$ cat src/design/tbfm_pkg.sv
// tbfm_pkg: shared types and constants for the triple-buffer frame mailbox
// item codes, result codes, state encoding and control/status structs
// no dependencies
package tbfm_pkg;

  localparam int unsigned WIDTH_W = 15;
  localparam int unsigned PITCH_W = 20;
  localparam int unsigned SIZE_W  = 36;
  localparam int unsigned META_W  = 64;
  localparam int unsigned FMT_W   = 3;
  localparam int unsigned SLOT_W  = 2;
  localparam int unsigned CNT_W   = 32;
  localparam int unsigned NSLOTS  = 3;
  // (height-1)*pitch product width
  localparam int unsigned PROD_W  = WIDTH_W + PITCH_W;

  typedef enum logic [1:0] {
    KIND_PUBLISH = 2'd0,
    KIND_ACQUIRE = 2'd1,
    KIND_CLEAR   = 2'd2,
    KIND_NONE    = 2'd3
  } kind_e;

  typedef enum logic [2:0] {
    ST_IGNORED   = 3'd0,
    ST_REJECTED  = 3'd1,
    ST_PUBLISHED = 3'd2,
    ST_ACQUIRED  = 3'd3,
    ST_NOTHING   = 3'd4,
    ST_CLEARED   = 3'd5
  } status_e;

  typedef enum logic [FMT_W-1:0] {
    FMT_RGBX = 3'd0,
    FMT_RGBA = 3'd1,
    FMT_BGRX = 3'd2,
    FMT_BGRA = 3'd3
  } fmt_e;

  localparam logic [SLOT_W-1:0] PROD_RST = 2'd0;
  localparam logic [SLOT_W-1:0] READY_RST = 2'd1;
  localparam logic [SLOT_W-1:0] CONS_RST = 2'd2;

  typedef enum logic [1:0] {
    FSM_IDLE   = 2'd0,
    FSM_CALC   = 2'd1,
    FSM_COMMIT = 2'd2
  } fsm_e;

  typedef struct packed {
    logic load;    // capture the input item
    logic calc;    // register the size product and geometry check
    logic commit;  // update state and fill the output register
  } cmd_t;

  typedef struct packed {
    logic out_free;  // output register can take a new result
  } stat_t;

  typedef struct packed {
    logic [1:0]         kind;
    logic               source_present;
    logic [WIDTH_W-1:0] width;
    logic [WIDTH_W-1:0] height;
    logic [PITCH_W-1:0] pitch;
    logic [FMT_W-1:0]   format;
    logic [SIZE_W-1:0]  data_size;
    logic [META_W-1:0]  sequence_req;
    logic [META_W-1:0]  pts_ns;
    logic [META_W-1:0]  arrival_ns;
  } item_t;

  typedef struct packed {
    logic [2:0]         status;
    logic [SLOT_W-1:0]  buffer_index;
    logic [WIDTH_W-1:0] frame_width;
    logic [WIDTH_W-1:0] frame_height;
    logic [FMT_W-1:0]   frame_format;
    logic [META_W-1:0]  frame_sequence;
    logic [META_W-1:0]  frame_pts_ns;
    logic [META_W-1:0]  frame_arrival_ns;
    logic               dropped_stale;
    logic [CNT_W-1:0]   published_total;
    logic [CNT_W-1:0]   rejected_total;
    logic [CNT_W-1:0]   stale_total;
  } result_t;

endpackage

$ cat src/design/tbfm_if.sv
// tbfm_req_if / tbfm_rsp_if: valid/ready channels for mailbox items and results
// depends on tbfm_pkg for field widths
interface tbfm_req_if;
  logic                          valid;
  logic                          ready;
  logic [1:0]                    kind;
  logic                          source_present;
  logic [tbfm_pkg::WIDTH_W-1:0]  width;
  logic [tbfm_pkg::WIDTH_W-1:0]  height;
  logic [tbfm_pkg::PITCH_W-1:0]  pitch;
  logic [tbfm_pkg::FMT_W-1:0]    format;
  logic [tbfm_pkg::SIZE_W-1:0]   data_size;
  logic [tbfm_pkg::META_W-1:0]   sequence_req;
  logic [tbfm_pkg::META_W-1:0]   pts_ns;
  logic [tbfm_pkg::META_W-1:0]   arrival_ns;

  modport source (output valid, kind, source_present, width, height, pitch, format,
                  data_size, sequence_req, pts_ns, arrival_ns, input ready);
  modport sink (input valid, kind, source_present, width, height, pitch, format,
                data_size, sequence_req, pts_ns, arrival_ns, output ready);
endinterface

interface tbfm_rsp_if;
  logic                          valid;
  logic                          ready;
  logic [2:0]                    status;
  logic [tbfm_pkg::SLOT_W-1:0]   buffer_index;
  logic [tbfm_pkg::WIDTH_W-1:0]  frame_width;
  logic [tbfm_pkg::WIDTH_W-1:0]  frame_height;
  logic [tbfm_pkg::FMT_W-1:0]    frame_format;
  logic [tbfm_pkg::META_W-1:0]   frame_sequence;
  logic [tbfm_pkg::META_W-1:0]   frame_pts_ns;
  logic [tbfm_pkg::META_W-1:0]   frame_arrival_ns;
  logic                          dropped_stale;
  logic [tbfm_pkg::CNT_W-1:0]    published_total;
  logic [tbfm_pkg::CNT_W-1:0]    rejected_total;
  logic [tbfm_pkg::CNT_W-1:0]    stale_total;

  modport source (output valid, status, buffer_index, frame_width, frame_height,
                  frame_format, frame_sequence, frame_pts_ns, frame_arrival_ns,
                  dropped_stale, published_total, rejected_total, stale_total,
                  input ready);
  modport sink (input valid, status, buffer_index, frame_width, frame_height,
                frame_format, frame_sequence, frame_pts_ns, frame_arrival_ns,
                dropped_stale, published_total, rejected_total, stale_total,
                output ready);
endinterface

$ cat src/design/tbfm_ctrl.sv
// tbfm_ctrl: sequencing state machine for the frame mailbox
// issues load / calc / commit commands to tbfm_dp; depends on tbfm_pkg
module tbfm_ctrl (
  input  logic            clk_i,
  input  logic            rst_ni,
  input  logic            in_valid_i,
  output logic            in_ready_o,
  input  tbfm_pkg::stat_t stat_i,
  output tbfm_pkg::cmd_t  cmd_o
);
  import tbfm_pkg::*;

  fsm_e state_q, state_d;

  // state register
  always_ff @(posedge clk_i or negedge rst_ni) begin
    if (!rst_ni) begin
      state_q <= FSM_IDLE;
    end else begin
      state_q <= state_d;
    end
  end

  // next state
  always_comb begin
    state_d = state_q;
    unique case (state_q)
      FSM_IDLE: begin
        if (in_valid_i) state_d = FSM_CALC;
      end
      FSM_CALC: begin
        state_d = FSM_COMMIT;
      end
      FSM_COMMIT: begin
        if (stat_i.out_free) state_d = FSM_IDLE;
      end
      default: begin
        state_d = FSM_IDLE;
      end
    endcase
  end

  // outputs
  always_comb begin
    in_ready_o  = 1'b0;
    cmd_o       = '0;
    unique case (state_q)
      FSM_IDLE: begin
        in_ready_o = 1'b1;
        cmd_o.load = in_valid_i;
      end
      FSM_CALC: begin
        cmd_o.calc = 1'b1;
      end
      FSM_COMMIT: begin
        cmd_o.commit = stat_i.out_free;
      end
      default: begin
        in_ready_o = 1'b0;
      end
    endcase
  end

endmodule

$ cat src/design/tbfm_dp.sv
// tbfm_dp: mailbox datapath: input register, size check, slot roles,
// slot metadata, counters and the output register; depends on tbfm_pkg
module tbfm_dp (
  input  logic              clk_i,
  input  logic              rst_ni,
  input  tbfm_pkg::cmd_t    cmd_i,
  output tbfm_pkg::stat_t   stat_o,
  input  tbfm_pkg::item_t   item_i,
  input  logic              cfg_we_i,
  input  logic              cfg_wdata_i,
  output tbfm_pkg::result_t res_o,
  output logic              res_valid_o,
  input  logic              res_ready_i
);
  import tbfm_pkg::*;

  item_t               item_q;
  logic                swz_q;
  logic [PROD_W-1:0]   prod_q, prod_d;
  logic                geom_ok_q, geom_ok_d;
  logic [SLOT_W-1:0]   prod_slot_q, prod_slot_d;
  logic [SLOT_W-1:0]   ready_slot_q, ready_slot_d;
  logic [SLOT_W-1:0]   cons_slot_q, cons_slot_d;
  logic                waiting_q, waiting_d;
  logic [CNT_W-1:0]    pub_cnt_q, pub_cnt_d;
  logic [CNT_W-1:0]    rej_cnt_q, rej_cnt_d;
  logic [CNT_W-1:0]    stale_cnt_q, stale_cnt_d;
  logic [WIDTH_W-1:0]  sl_width_q [NSLOTS];
  logic [WIDTH_W-1:0]  sl_height_q [NSLOTS];
  logic [FMT_W-1:0]    sl_fmt_q [NSLOTS];
  logic [META_W-1:0]   sl_seq_q [NSLOTS];
  logic [META_W-1:0]   sl_pts_q [NSLOTS];
  logic [META_W-1:0]   sl_arr_q [NSLOTS];
  logic                slot_we;
  result_t             res_q, res_d;
  logic                res_valid_q;
  logic [WIDTH_W+1:0]  width_bytes;
  logic [SIZE_W-1:0]   need;
  logic                oversize;
  logic [FMT_W-1:0]    fmt_sw;

  assign stat_o.out_free = !res_valid_q || res_ready_i;
  assign res_o           = res_q;
  assign res_valid_o     = res_valid_q;

  // input capture
  always_ff @(posedge clk_i) begin
    if (cmd_i.load) item_q <= item_i;
  end

  // swizzle config register
  always_ff @(posedge clk_i or negedge rst_ni) begin
    if (!rst_ni) begin
      swz_q <= 1'b0;
    end else if (cfg_we_i) begin
      swz_q <= cfg_wdata_i;
    end
  end

  // geometry check and (height-1)*pitch product
  assign width_bytes = {item_q.width, 2'b00};
  always_comb begin
    geom_ok_d = item_q.source_present && (item_q.width != '0) && (item_q.height != '0)
                && (item_q.pitch >= PITCH_W'(width_bytes));
    prod_d = PROD_W'({{PITCH_W{1'b0}}, item_q.height - WIDTH_W'(1)})
             * PROD_W'({{WIDTH_W{1'b0}}, item_q.pitch});
  end

  always_ff @(posedge clk_i) begin
    if (cmd_i.calc) begin
      prod_q    <= prod_d;
      geom_ok_q <= geom_ok_d;
    end
  end

  // size bound and format swap
  assign need     = SIZE_W'(prod_q) + SIZE_W'(width_bytes);
  assign oversize = (item_q.data_size != '0) && (need > item_q.data_size);

  always_comb begin
    fmt_sw = item_q.format;
    if (swz_q && (item_q.format == FMT_RGBX)) fmt_sw = FMT_BGRX;
    if (swz_q && (item_q.format == FMT_RGBA)) fmt_sw = FMT_BGRA;
  end

  // item decode: next roles, flag, counters and the result
  always_comb begin
    prod_slot_d  = prod_slot_q;
    ready_slot_d = ready_slot_q;
    cons_slot_d  = cons_slot_q;
    waiting_d    = waiting_q;
    pub_cnt_d    = pub_cnt_q;
    rej_cnt_d    = rej_cnt_q;
    stale_cnt_d  = stale_cnt_q;
    slot_we      = 1'b0;
    res_d        = '0;
    res_d.status = ST_IGNORED;
    unique case (kind_e'(item_q.kind))
      KIND_PUBLISH: begin
        if (geom_ok_q) begin
          if (oversize) begin
            rej_cnt_d    = rej_cnt_q + CNT_W'(1);
            res_d.status = ST_REJECTED;
          end else begin
            slot_we                = 1'b1;
            res_d.status           = ST_PUBLISHED;
            res_d.buffer_index     = prod_slot_q;
            res_d.frame_width      = item_q.width;
            res_d.frame_height     = item_q.height;
            res_d.frame_format     = fmt_sw;
            res_d.frame_sequence   = item_q.sequence_req;
            res_d.frame_pts_ns     = item_q.pts_ns;
            res_d.frame_arrival_ns = item_q.arrival_ns;
            res_d.dropped_stale    = waiting_q;
            if (waiting_q) stale_cnt_d = stale_cnt_q + CNT_W'(1);
            prod_slot_d  = ready_slot_q;
            ready_slot_d = prod_slot_q;
            waiting_d    = 1'b1;
            pub_cnt_d    = pub_cnt_q + CNT_W'(1);
          end
        end
      end
      KIND_ACQUIRE: begin
        if (waiting_q) begin
          cons_slot_d            = ready_slot_q;
          ready_slot_d           = cons_slot_q;
          waiting_d              = 1'b0;
          res_d.status           = ST_ACQUIRED;
          res_d.buffer_index     = ready_slot_q;
          res_d.frame_width      = sl_width_q[ready_slot_q];
          res_d.frame_height     = sl_height_q[ready_slot_q];
          res_d.frame_format     = sl_fmt_q[ready_slot_q];
          res_d.frame_sequence   = sl_seq_q[ready_slot_q];
          res_d.frame_pts_ns     = sl_pts_q[ready_slot_q];
          res_d.frame_arrival_ns = sl_arr_q[ready_slot_q];
        end else begin
          res_d.status = ST_NOTHING;
        end
      end
      KIND_CLEAR: begin
        pub_cnt_d    = '0;
        rej_cnt_d    = '0;
        stale_cnt_d  = '0;
        res_d.status = ST_CLEARED;
      end
      KIND_NONE: begin
        res_d.status = ST_IGNORED;
      end
      default: begin
        res_d.status = ST_IGNORED;
      end
    endcase
    res_d.published_total = pub_cnt_d;
    res_d.rejected_total  = rej_cnt_d;
    res_d.stale_total     = stale_cnt_d;
  end

  // roles, flag and counters
  always_ff @(posedge clk_i or negedge rst_ni) begin
    if (!rst_ni) begin
      prod_slot_q  <= PROD_RST;
      ready_slot_q <= READY_RST;
      cons_slot_q  <= CONS_RST;
      waiting_q    <= 1'b0;
      pub_cnt_q    <= '0;
      rej_cnt_q    <= '0;
      stale_cnt_q  <= '0;
    end else if (cmd_i.commit) begin
      prod_slot_q  <= prod_slot_d;
      ready_slot_q <= ready_slot_d;
      cons_slot_q  <= cons_slot_d;
      waiting_q    <= waiting_d;
      pub_cnt_q    <= pub_cnt_d;
      rej_cnt_q    <= rej_cnt_d;
      stale_cnt_q  <= stale_cnt_d;
    end
  end

  // slot metadata, written at the producer slot
  always_ff @(posedge clk_i or negedge rst_ni) begin
    if (!rst_ni) begin
      for (int i = 0; i < NSLOTS; i++) begin
        sl_width_q[i]  <= '0;
        sl_height_q[i] <= '0;
        sl_fmt_q[i]    <= '0;
        sl_seq_q[i]    <= '0;
        sl_pts_q[i]    <= '0;
        sl_arr_q[i]    <= '0;
      end
    end else if (cmd_i.commit && slot_we) begin
      sl_width_q[prod_slot_q]  <= item_q.width;
      sl_height_q[prod_slot_q] <= item_q.height;
      sl_fmt_q[prod_slot_q]    <= fmt_sw;
      sl_seq_q[prod_slot_q]    <= item_q.sequence_req;
      sl_pts_q[prod_slot_q]    <= item_q.pts_ns;
      sl_arr_q[prod_slot_q]    <= item_q.arrival_ns;
    end
  end

  // output register
  always_ff @(posedge clk_i or negedge rst_ni) begin
    if (!rst_ni) begin
      res_valid_q <= 1'b0;
    end else if (cmd_i.commit) begin
      res_valid_q <= 1'b1;
    end else if (res_ready_i) begin
      res_valid_q <= 1'b0;
    end
  end

  always_ff @(posedge clk_i) begin
    if (cmd_i.commit) res_q <= res_d;
  end

endmodule

$ cat src/design/triple_buffer_frame_mailbox_unit.sv
// An accepted item passes the capture, size-product and commit steps of the
// controller in order, and the result is then held in the output register. Items are
// taken one at a time, each after the last is committed; a held result stalls only the commit step.
// The next item is taken while a finished result still waits in the output register.
// Reset (async, active low) sets slots to producer 0, ready 1, consumer 2, clears
// the new-frame flag, the counters, the slot metadata and swizzle_enable.
module triple_buffer_frame_mailbox_unit (
  input  logic       clk_i,
  input  logic       rst_ni,
  tbfm_req_if.sink   req_i,
  tbfm_rsp_if.source rsp_o,
  input  logic       cfg_we_i,
  input  logic       cfg_wdata_i
);
  import tbfm_pkg::*;

  cmd_t    cmd;
  stat_t   stat;
  item_t   item;
  result_t res;

  // pack the incoming item
  always_comb begin
    item.kind           = req_i.kind;
    item.source_present = req_i.source_present;
    item.width          = req_i.width;
    item.height         = req_i.height;
    item.pitch          = req_i.pitch;
    item.format         = req_i.format;
    item.data_size      = req_i.data_size;
    item.sequence_req   = req_i.sequence_req;
    item.pts_ns         = req_i.pts_ns;
    item.arrival_ns     = req_i.arrival_ns;
  end

  tbfm_ctrl u_ctrl (
    .clk_i      (clk_i),
    .rst_ni     (rst_ni),
    .in_valid_i (req_i.valid),
    .in_ready_o (req_i.ready),
    .stat_i     (stat),
    .cmd_o      (cmd)
  );

  tbfm_dp u_dp (
    .clk_i       (clk_i),
    .rst_ni      (rst_ni),
    .cmd_i       (cmd),
    .stat_o      (stat),
    .item_i      (item),
    .cfg_we_i    (cfg_we_i),
    .cfg_wdata_i (cfg_wdata_i),
    .res_o       (res),
    .res_valid_o (rsp_o.valid),
    .res_ready_i (rsp_o.ready)
  );

  // unpack the result
  assign rsp_o.status           = res.status;
  assign rsp_o.buffer_index     = res.buffer_index;
  assign rsp_o.frame_width      = res.frame_width;
  assign rsp_o.frame_height     = res.frame_height;
  assign rsp_o.frame_format     = res.frame_format;
  assign rsp_o.frame_sequence   = res.frame_sequence;
  assign rsp_o.frame_pts_ns     = res.frame_pts_ns;
  assign rsp_o.frame_arrival_ns = res.frame_arrival_ns;
  assign rsp_o.dropped_stale    = res.dropped_stale;
  assign rsp_o.published_total  = res.published_total;
  assign rsp_o.rejected_total   = res.rejected_total;
  assign rsp_o.stale_total      = res.stale_total;

endmodule

$ cat src/flat_wrapper.sv
// flat-port wrapper written by rule: the top's interface ports become plain ports
module triple_buffer_frame_mailbox_unit_flat import tbfm_pkg::*;
  (clk_i, rst_ni, cfg_we_i, cfg_wdata_i, req_i_valid, req_i_kind, req_i_source_present, req_i_width, req_i_height, req_i_pitch, req_i_format, req_i_data_size, req_i_sequence_req, req_i_pts_ns, req_i_arrival_ns, req_i_ready, rsp_o_valid, rsp_o_status, rsp_o_buffer_index, rsp_o_frame_width, rsp_o_frame_height, rsp_o_frame_format, rsp_o_frame_sequence, rsp_o_frame_pts_ns, rsp_o_frame_arrival_ns, rsp_o_dropped_stale, rsp_o_published_total, rsp_o_rejected_total, rsp_o_stale_total, rsp_o_ready);
  tbfm_req_if req_i_i ();
  tbfm_rsp_if rsp_o_i ();
  input  logic clk_i;
  input  logic rst_ni;
  input  logic cfg_we_i;
  input  logic cfg_wdata_i;
  input wire logic [$bits(req_i_i.valid)-1:0] req_i_valid;
  input wire logic [$bits(req_i_i.kind)-1:0] req_i_kind;
  input wire logic [$bits(req_i_i.source_present)-1:0] req_i_source_present;
  input wire logic [$bits(req_i_i.width)-1:0] req_i_width;
  input wire logic [$bits(req_i_i.height)-1:0] req_i_height;
  input wire logic [$bits(req_i_i.pitch)-1:0] req_i_pitch;
  input wire logic [$bits(req_i_i.format)-1:0] req_i_format;
  input wire logic [$bits(req_i_i.data_size)-1:0] req_i_data_size;
  input wire logic [$bits(req_i_i.sequence_req)-1:0] req_i_sequence_req;
  input wire logic [$bits(req_i_i.pts_ns)-1:0] req_i_pts_ns;
  input wire logic [$bits(req_i_i.arrival_ns)-1:0] req_i_arrival_ns;
  output wire logic [$bits(req_i_i.ready)-1:0] req_i_ready;
  output wire logic [$bits(rsp_o_i.valid)-1:0] rsp_o_valid;
  output wire logic [$bits(rsp_o_i.status)-1:0] rsp_o_status;
  output wire logic [$bits(rsp_o_i.buffer_index)-1:0] rsp_o_buffer_index;
  output wire logic [$bits(rsp_o_i.frame_width)-1:0] rsp_o_frame_width;
  output wire logic [$bits(rsp_o_i.frame_height)-1:0] rsp_o_frame_height;
  output wire logic [$bits(rsp_o_i.frame_format)-1:0] rsp_o_frame_format;
  output wire logic [$bits(rsp_o_i.frame_sequence)-1:0] rsp_o_frame_sequence;
  output wire logic [$bits(rsp_o_i.frame_pts_ns)-1:0] rsp_o_frame_pts_ns;
  output wire logic [$bits(rsp_o_i.frame_arrival_ns)-1:0] rsp_o_frame_arrival_ns;
  output wire logic [$bits(rsp_o_i.dropped_stale)-1:0] rsp_o_dropped_stale;
  output wire logic [$bits(rsp_o_i.published_total)-1:0] rsp_o_published_total;
  output wire logic [$bits(rsp_o_i.rejected_total)-1:0] rsp_o_rejected_total;
  output wire logic [$bits(rsp_o_i.stale_total)-1:0] rsp_o_stale_total;
  input wire logic [$bits(rsp_o_i.ready)-1:0] rsp_o_ready;
  assign req_i_i.valid = req_i_valid;
  assign req_i_i.kind = req_i_kind;
  assign req_i_i.source_present = req_i_source_present;
  assign req_i_i.width = req_i_width;
  assign req_i_i.height = req_i_height;
  assign req_i_i.pitch = req_i_pitch;
  assign req_i_i.format = req_i_format;
  assign req_i_i.data_size = req_i_data_size;
  assign req_i_i.sequence_req = req_i_sequence_req;
  assign req_i_i.pts_ns = req_i_pts_ns;
  assign req_i_i.arrival_ns = req_i_arrival_ns;
  assign req_i_ready = req_i_i.ready;
  assign rsp_o_valid = rsp_o_i.valid;
  assign rsp_o_status = rsp_o_i.status;
  assign rsp_o_buffer_index = rsp_o_i.buffer_index;
  assign rsp_o_frame_width = rsp_o_i.frame_width;
  assign rsp_o_frame_height = rsp_o_i.frame_height;
  assign rsp_o_frame_format = rsp_o_i.frame_format;
  assign rsp_o_frame_sequence = rsp_o_i.frame_sequence;
  assign rsp_o_frame_pts_ns = rsp_o_i.frame_pts_ns;
  assign rsp_o_frame_arrival_ns = rsp_o_i.frame_arrival_ns;
  assign rsp_o_dropped_stale = rsp_o_i.dropped_stale;
  assign rsp_o_published_total = rsp_o_i.published_total;
  assign rsp_o_rejected_total = rsp_o_i.rejected_total;
  assign rsp_o_stale_total = rsp_o_i.stale_total;
  assign rsp_o_i.ready = rsp_o_ready;
  triple_buffer_frame_mailbox_unit u_core (.clk_i(clk_i), .rst_ni(rst_ni), .req_i(req_i_i), .rsp_o(rsp_o_i), .cfg_we_i(cfg_we_i), .cfg_wdata_i(cfg_wdata_i));
endmodule
$ cat config.mk
export PLATFORM = sky130hd
export DESIGN_NAME = triple_buffer_frame_mailbox_unit_flat
export DESIGN_NICKNAME = d
export VERILOG_FILES = /design/src/design/tbfm_pkg.sv /design/src/design/tbfm_if.sv /design/src/design/tbfm_ctrl.sv /design/src/design/tbfm_dp.sv /design/src/design/triple_buffer_frame_mailbox_unit.sv /design/src/flat_wrapper.sv
export SDC_FILE = /design/constraint.sdc
export NUM_CORES = 2
export LEC_CHECK = 0
export ABC_CLOCK_PERIOD_IN_PS = 10040
export BUFFER_PORTS_ARGS = -buffer_cell sky130_fd_sc_hd__buf_2
export CORE_ASPECT_RATIO = 1.25
export CORE_UTILIZATION = 30
export CTS_CLUSTER_DIAMETER = 100
export DETAILED_ROUTE_END_ITERATION = 12
export MAX_ROUTING_LAYER = met4
export PLACE_DENSITY_LB_ADDON = 0.08
export SLEW_MARGIN = 40
export SYNTH_ARGS = -nofsm -noshare
export SYNTH_HDL_FRONTEND = slang
export SYNTH_HIERARCHICAL = 1
export SYNTH_SLANG_ARGS = --single-unit
$ cat constraint.sdc
create_clock -name clk_i -period 10.04 [get_ports clk_i]
set_clock_uncertainty 0.15 [all_clocks]
set_input_delay 1.004 -clock clk_i [delete_from_list [all_inputs] [get_ports clk_i]]
set_output_delay 1.004 -clock clk_i [all_outputs]
set_load 0.03 [all_outputs]
==> out/qor.tcl <==
set qor(clkLatencyLatePin_ns) 0.82
set qor(synthArstFlopShare_pct) 54.7
set qor(gp_congestion) 0.815
set qor(routed_wirelength_mm) 224
set qor(cts_made_buffers) 175
set qor(final_hold_vios) 0
set qor(numClockSinks) 1429
set qor(crit_family) {adder cells}
set qor(io_buffers) 618
set qor(avgRoutedWirePerCell_um) 23.6
set qor(detail_route.drc_violations) 0
set qor(synth_fp_nets) 6328
set qor(area.growth.synth_to_final_pct) 17.9
set qor(place_hpwl_mm) 146
set qor(reg2reg_setup_slack_ns) 1.51
set qor(vias) 46400
set qor(worst_slew_margin_rel_pct) 41.0
set qor(place.detailed.instances) 9151
set qor(timing.critical_path.arrival_ns) 8.92
set qor(finish.cell_count_without_fillers) 9486
set qor(post-synth-top-area-fraction_pct) 27.3
set qor(rr_endpoint) {u_core/u_dp/prod_q[33]}
set qor(grt_first_pass_wirelength_mm) 334
set qor(tns_ns) 0
set qor(dieWidth_um) 439
set qor(synth-simple-area-share_pct) 8.14
set qor(layout_worst_path_cycle_share_pct) 84.9
set qor(ir_drop_v) 0.000825
set qor(core_area_um2) 237000
set qor(fin_ws_ns) 1.51
set qor(synth_seq_area_share_pct) 54.5
set qor(timing.setup.critical_path_class) {register to register}
set qor(clock.fmax_ghz) 0.117
set qor(routed_via_density) 4.89
set qor(fp.dieH_um) 548
set qor(worstMarginPinSlew_ns) 0.877
set qor(synth_enable_flop_cells) 647
set qor(worstHoldPathType) {input pin to register}
set qor(worstRegToRegCells) 25
set qor(timing.critical_path.depth) 25
set qor(combinational_family_with_the_most_area_after_synthesis) {multiplexers}
set qor(power.static_leakage_nw) 36.3
set qor(nNetsFinal) 6897
set qor(grt_pass1_vias) 49200
set qor(crit_path_frequent_cell) {sky130_fd_sc_hd__fa_1}
set qor(critPathCapture) {u_core/u_dp/prod_q[33]}
set qor(synth.avg_cell_area_um2) 12.7
set qor(post-route-min-period_ns) 8.53
set qor(worst_hold_slack_ns) 0.204
set qor(post_route_cells_drive_above_1_share_pct) 20.6
set qor(netlist.top_cell.by_area) {sky130_fd_sc_hd__dfrtp_1}
set qor(worst_r2r_startpoint) {u_core/u_dp/item_q[255]}
set qor(max_cap_viol_count) 0
set qor(cts_max_path_buffers) 4
set qor(die-area_um2) 240000
set qor(fin_area_um2) 84300
set qor(netlist_area_um2) 71500
set qor(cts_tree) {yes}
set qor(power-per-cell-area_nw_per_um2) 353
set qor(placementRows) 200
set qor(rsz0062_at_grt) {false}
set qor(muxShareOfSynthArea_pct) 13.4
set qor(critPathCaptureType) {register}
set qor(dr.first_iter.drc_count) 2517
set qor(postSynthRegisterBits) 1429
set qor(start_util_pct) 30.2
set qor(post_cts_resized) 0
set qor(synth.top_cells.by_area) {sky130_fd_sc_hd__dfrtp_1 (27%), sky130_fd_sc_hd__edfxtp_1 (27%), sky130_fd_sc_hd__fa_1 (6.5%), sky130_fd_sc_hd__mux2_1 (6.4%), sky130_fd_sc_hd__mux2_2 (3.6%)}
set qor(worst-endpoint-required_ns) 10.43
set qor(antenna_found_initial) 39
set qor(maximum_level_of_the_cts_h_tree) 4
set qor(worstSetupStartpointType) {register}
set qor(dominantRegCellSynth) {sky130_fd_sc_hd__dfrtp_1}
set qor(post_synthesis_share_of_cell_area_spent_on_full_adders_half_adders_and_majority_gates_pct) 9.48
set qor(yosys.cell_types.count) 92
set qor(power_mw) 29.8
set qor(overflow) 0
set qor(finalSetupViolations) 0
set qor(yosysMostFrequentCell) {sky130_fd_sc_hd__dfrtp_1}
set qor(final_util_pct) 35.5
set qor(path_clk_slew_ns) 0.06
set qor(worst_path_max_delay_cell) {sky130_fd_sc_hd__or4_1}
set qor(ant_nets) 0
set qor(synth_compound_area_share_pct) 8.92
set qor(clk_root_buffer_cell) {sky130_fd_sc_hd__clkbuf_16}
set qor(cts-hold-fix-buffers) 1
set qor(outcome) {finished clean}
set qor(startpoint) {u_core/u_dp/item_q[255]}
set qor(dp_slack_ns) 1.30
set qor(synthTopCellsByCount) {sky130_fd_sc_hd__dfrtp_1 (780), sky130_fd_sc_hd__edfxtp_1 (647), sky130_fd_sc_hd__nand2_1 (544)}
set qor(placement.cell_area_um2) 78500
set qor(critical_path.n_buffers_inverters) 4
set qor(timing.critical_path.slowest_cell_delay_ns) 0.57
set qor(maximum_number_of_pins_on_one_net_before_global_route_repair) 145
set qor(critical_path_fanouts_max) 20
set qor(post_cts_buffers) 0
set qor(synthesis.instances) 5636
set qor(floorplan.io_pins) 619
set qor(slew_viol_final) 0
set qor(ys_warn_count) 6
set qor(gr-usage-all-layers_pct) 19.0
set qor(yosys.area_share.xor_xnor_pct) 1.78
set qor(drt_pre_antenna_iters) 7
==> cells in the final DEF, fill, tap and decap left out, types with 22 or more instances in the layout <==
master                      instances
sky130_fd_sc_hd__nand4_1           25
sky130_fd_sc_hd__mux2_1           404
sky130_fd_sc_hd__and3_1            30
sky130_fd_sc_hd__buf_4             68
sky130_fd_sc_hd__a21oi_1           96
sky130_fd_sc_hd__clkbuf_8          22
sky130_fd_sc_hd__xnor2_1          103
sky130_fd_sc_hd__o21ai_0          347
sky130_fd_sc_hd__a22o_1           241
sky130_fd_sc_hd__inv_1            318
sky130_fd_sc_hd__mux2_2           231
sky130_fd_sc_hd__fa_1             233
sky130_fd_sc_hd__o211ai_1          27
sky130_fd_sc_hd__clkbuf_16        180
sky130_fd_sc_hd__ha_1             169
sky130_fd_sc_hd__nor4_1            22
sky130_fd_sc_hd__mux2i_1          241
sky130_fd_sc_hd__clkbuf_1          51
sky130_fd_sc_hd__a21o_1            27
sky130_fd_sc_hd__xor2_1            38
sky130_fd_sc_hd__buf_2            617
sky130_fd_sc_hd__edfxtp_1         647
sky130_fd_sc_hd__nor2b_1           39
sky130_fd_sc_hd__nand3_1           58
sky130_fd_sc_hd__nor2_1           206
sky130_fd_sc_hd__nand2_1          543
sky130_fd_sc_hd__and2_1           104
sky130_fd_sc_hd__dfrtp_1          779
sky130_fd_sc_hd__nor3_1            39
==> metal layers <==
metal	global-route usage, %	vias to the layer above	part of all wire [%]
met5	-	-	0
met4	4.79	0	2.4
met3	2.36	296	3.7
met2	32.4	984	51
met1	23.8	23900	43
li1	-	21200	-
==> cell type report <==
type,count,area [µm²]
Antenna cell,14,35.0
Sequential cell,1429,39000
Fill cell,23400,153000
Clock inverter,61,598
Tap cell,3131,3920
Inverter,320,1200
Clock buffer,252,4980
Timing Repair Buffer,738,4590
Multi-Input combinational cell,3541,30000
==> worst min path at each step <==
stage / startpoint / end / depth (start not counted) / slack, ns
5_1_grt: req_i_pts_ns[14] / u_core/u_dp/item_q[78] / 1 / 0.15
3_3_place_gp: u_core/u_dp/sl_width_q[40] / u_core/u_dp/sl_width_q[40] / 2 / 0.31
6_report: req_i_pitch[17] / u_core/u_dp/item_q[248] / 1 / 0.20
4_1_cts: req_i_pitch[17] / u_core/u_dp/item_q[248] / 1 / 0.11
2_1_floorplan: u_core/u_dp/sl_fmt_q[7] / u_core/u_dp/sl_fmt_q[7] / 2 / 0.30
3_5_place_dp: u_core/u_dp/sl_width_q[33] / u_core/u_dp/sl_width_q[33] / 2 / 0.32
==> cell families after synthesis <==
logic type	Yosys count
muxes	876
xor gates and xnor gates	145
DFF	1429
adders and majority gates	402
AOI/OAI and AO/OA	908
buffers and inverters	666
and+or+nand+nor	1210
==> registers in the layout, indices dropped and copies added, names as in the netlist <==
register                  count
u_core/u_ctrl/state_q         2
u_core/u_dp/cons_slot_q       2
u_core/u_dp/geom_ok_q         1
u_core/u_dp/item_q          284
u_core/u_dp/prod_q           35
u_core/u_dp/prod_slot_q       2
u_core/u_dp/pub_cnt_q        32
u_core/u_dp/ready_slot_q      2
u_core/u_dp/rej_cnt_q        32
u_core/u_dp/res_o           327
u_core/u_dp/res_valid_o       1
u_core/u_dp/sl_arr_q        192
u_core/u_dp/sl_fmt_q          9
u_core/u_dp/sl_height_q      45
u_core/u_dp/sl_pts_q        192
u_core/u_dp/sl_seq_q        192
u_core/u_dp/sl_width_q       45
u_core/u_dp/stale_cnt_q      32
u_core/u_dp/swz_q             1
u_core/u_dp/waiting_q         1
==> report_power, final <==
part	total [mW]	internal [mW]	leakage [nW]	switching (mW)
combinational	15.0	6.01	16.9	8.98
clock	6.25	3.70	2.72	2.55
sequential	8.53	7.90	16.7	0.636
Note: power is estimated with default switching activity, not from simulation.
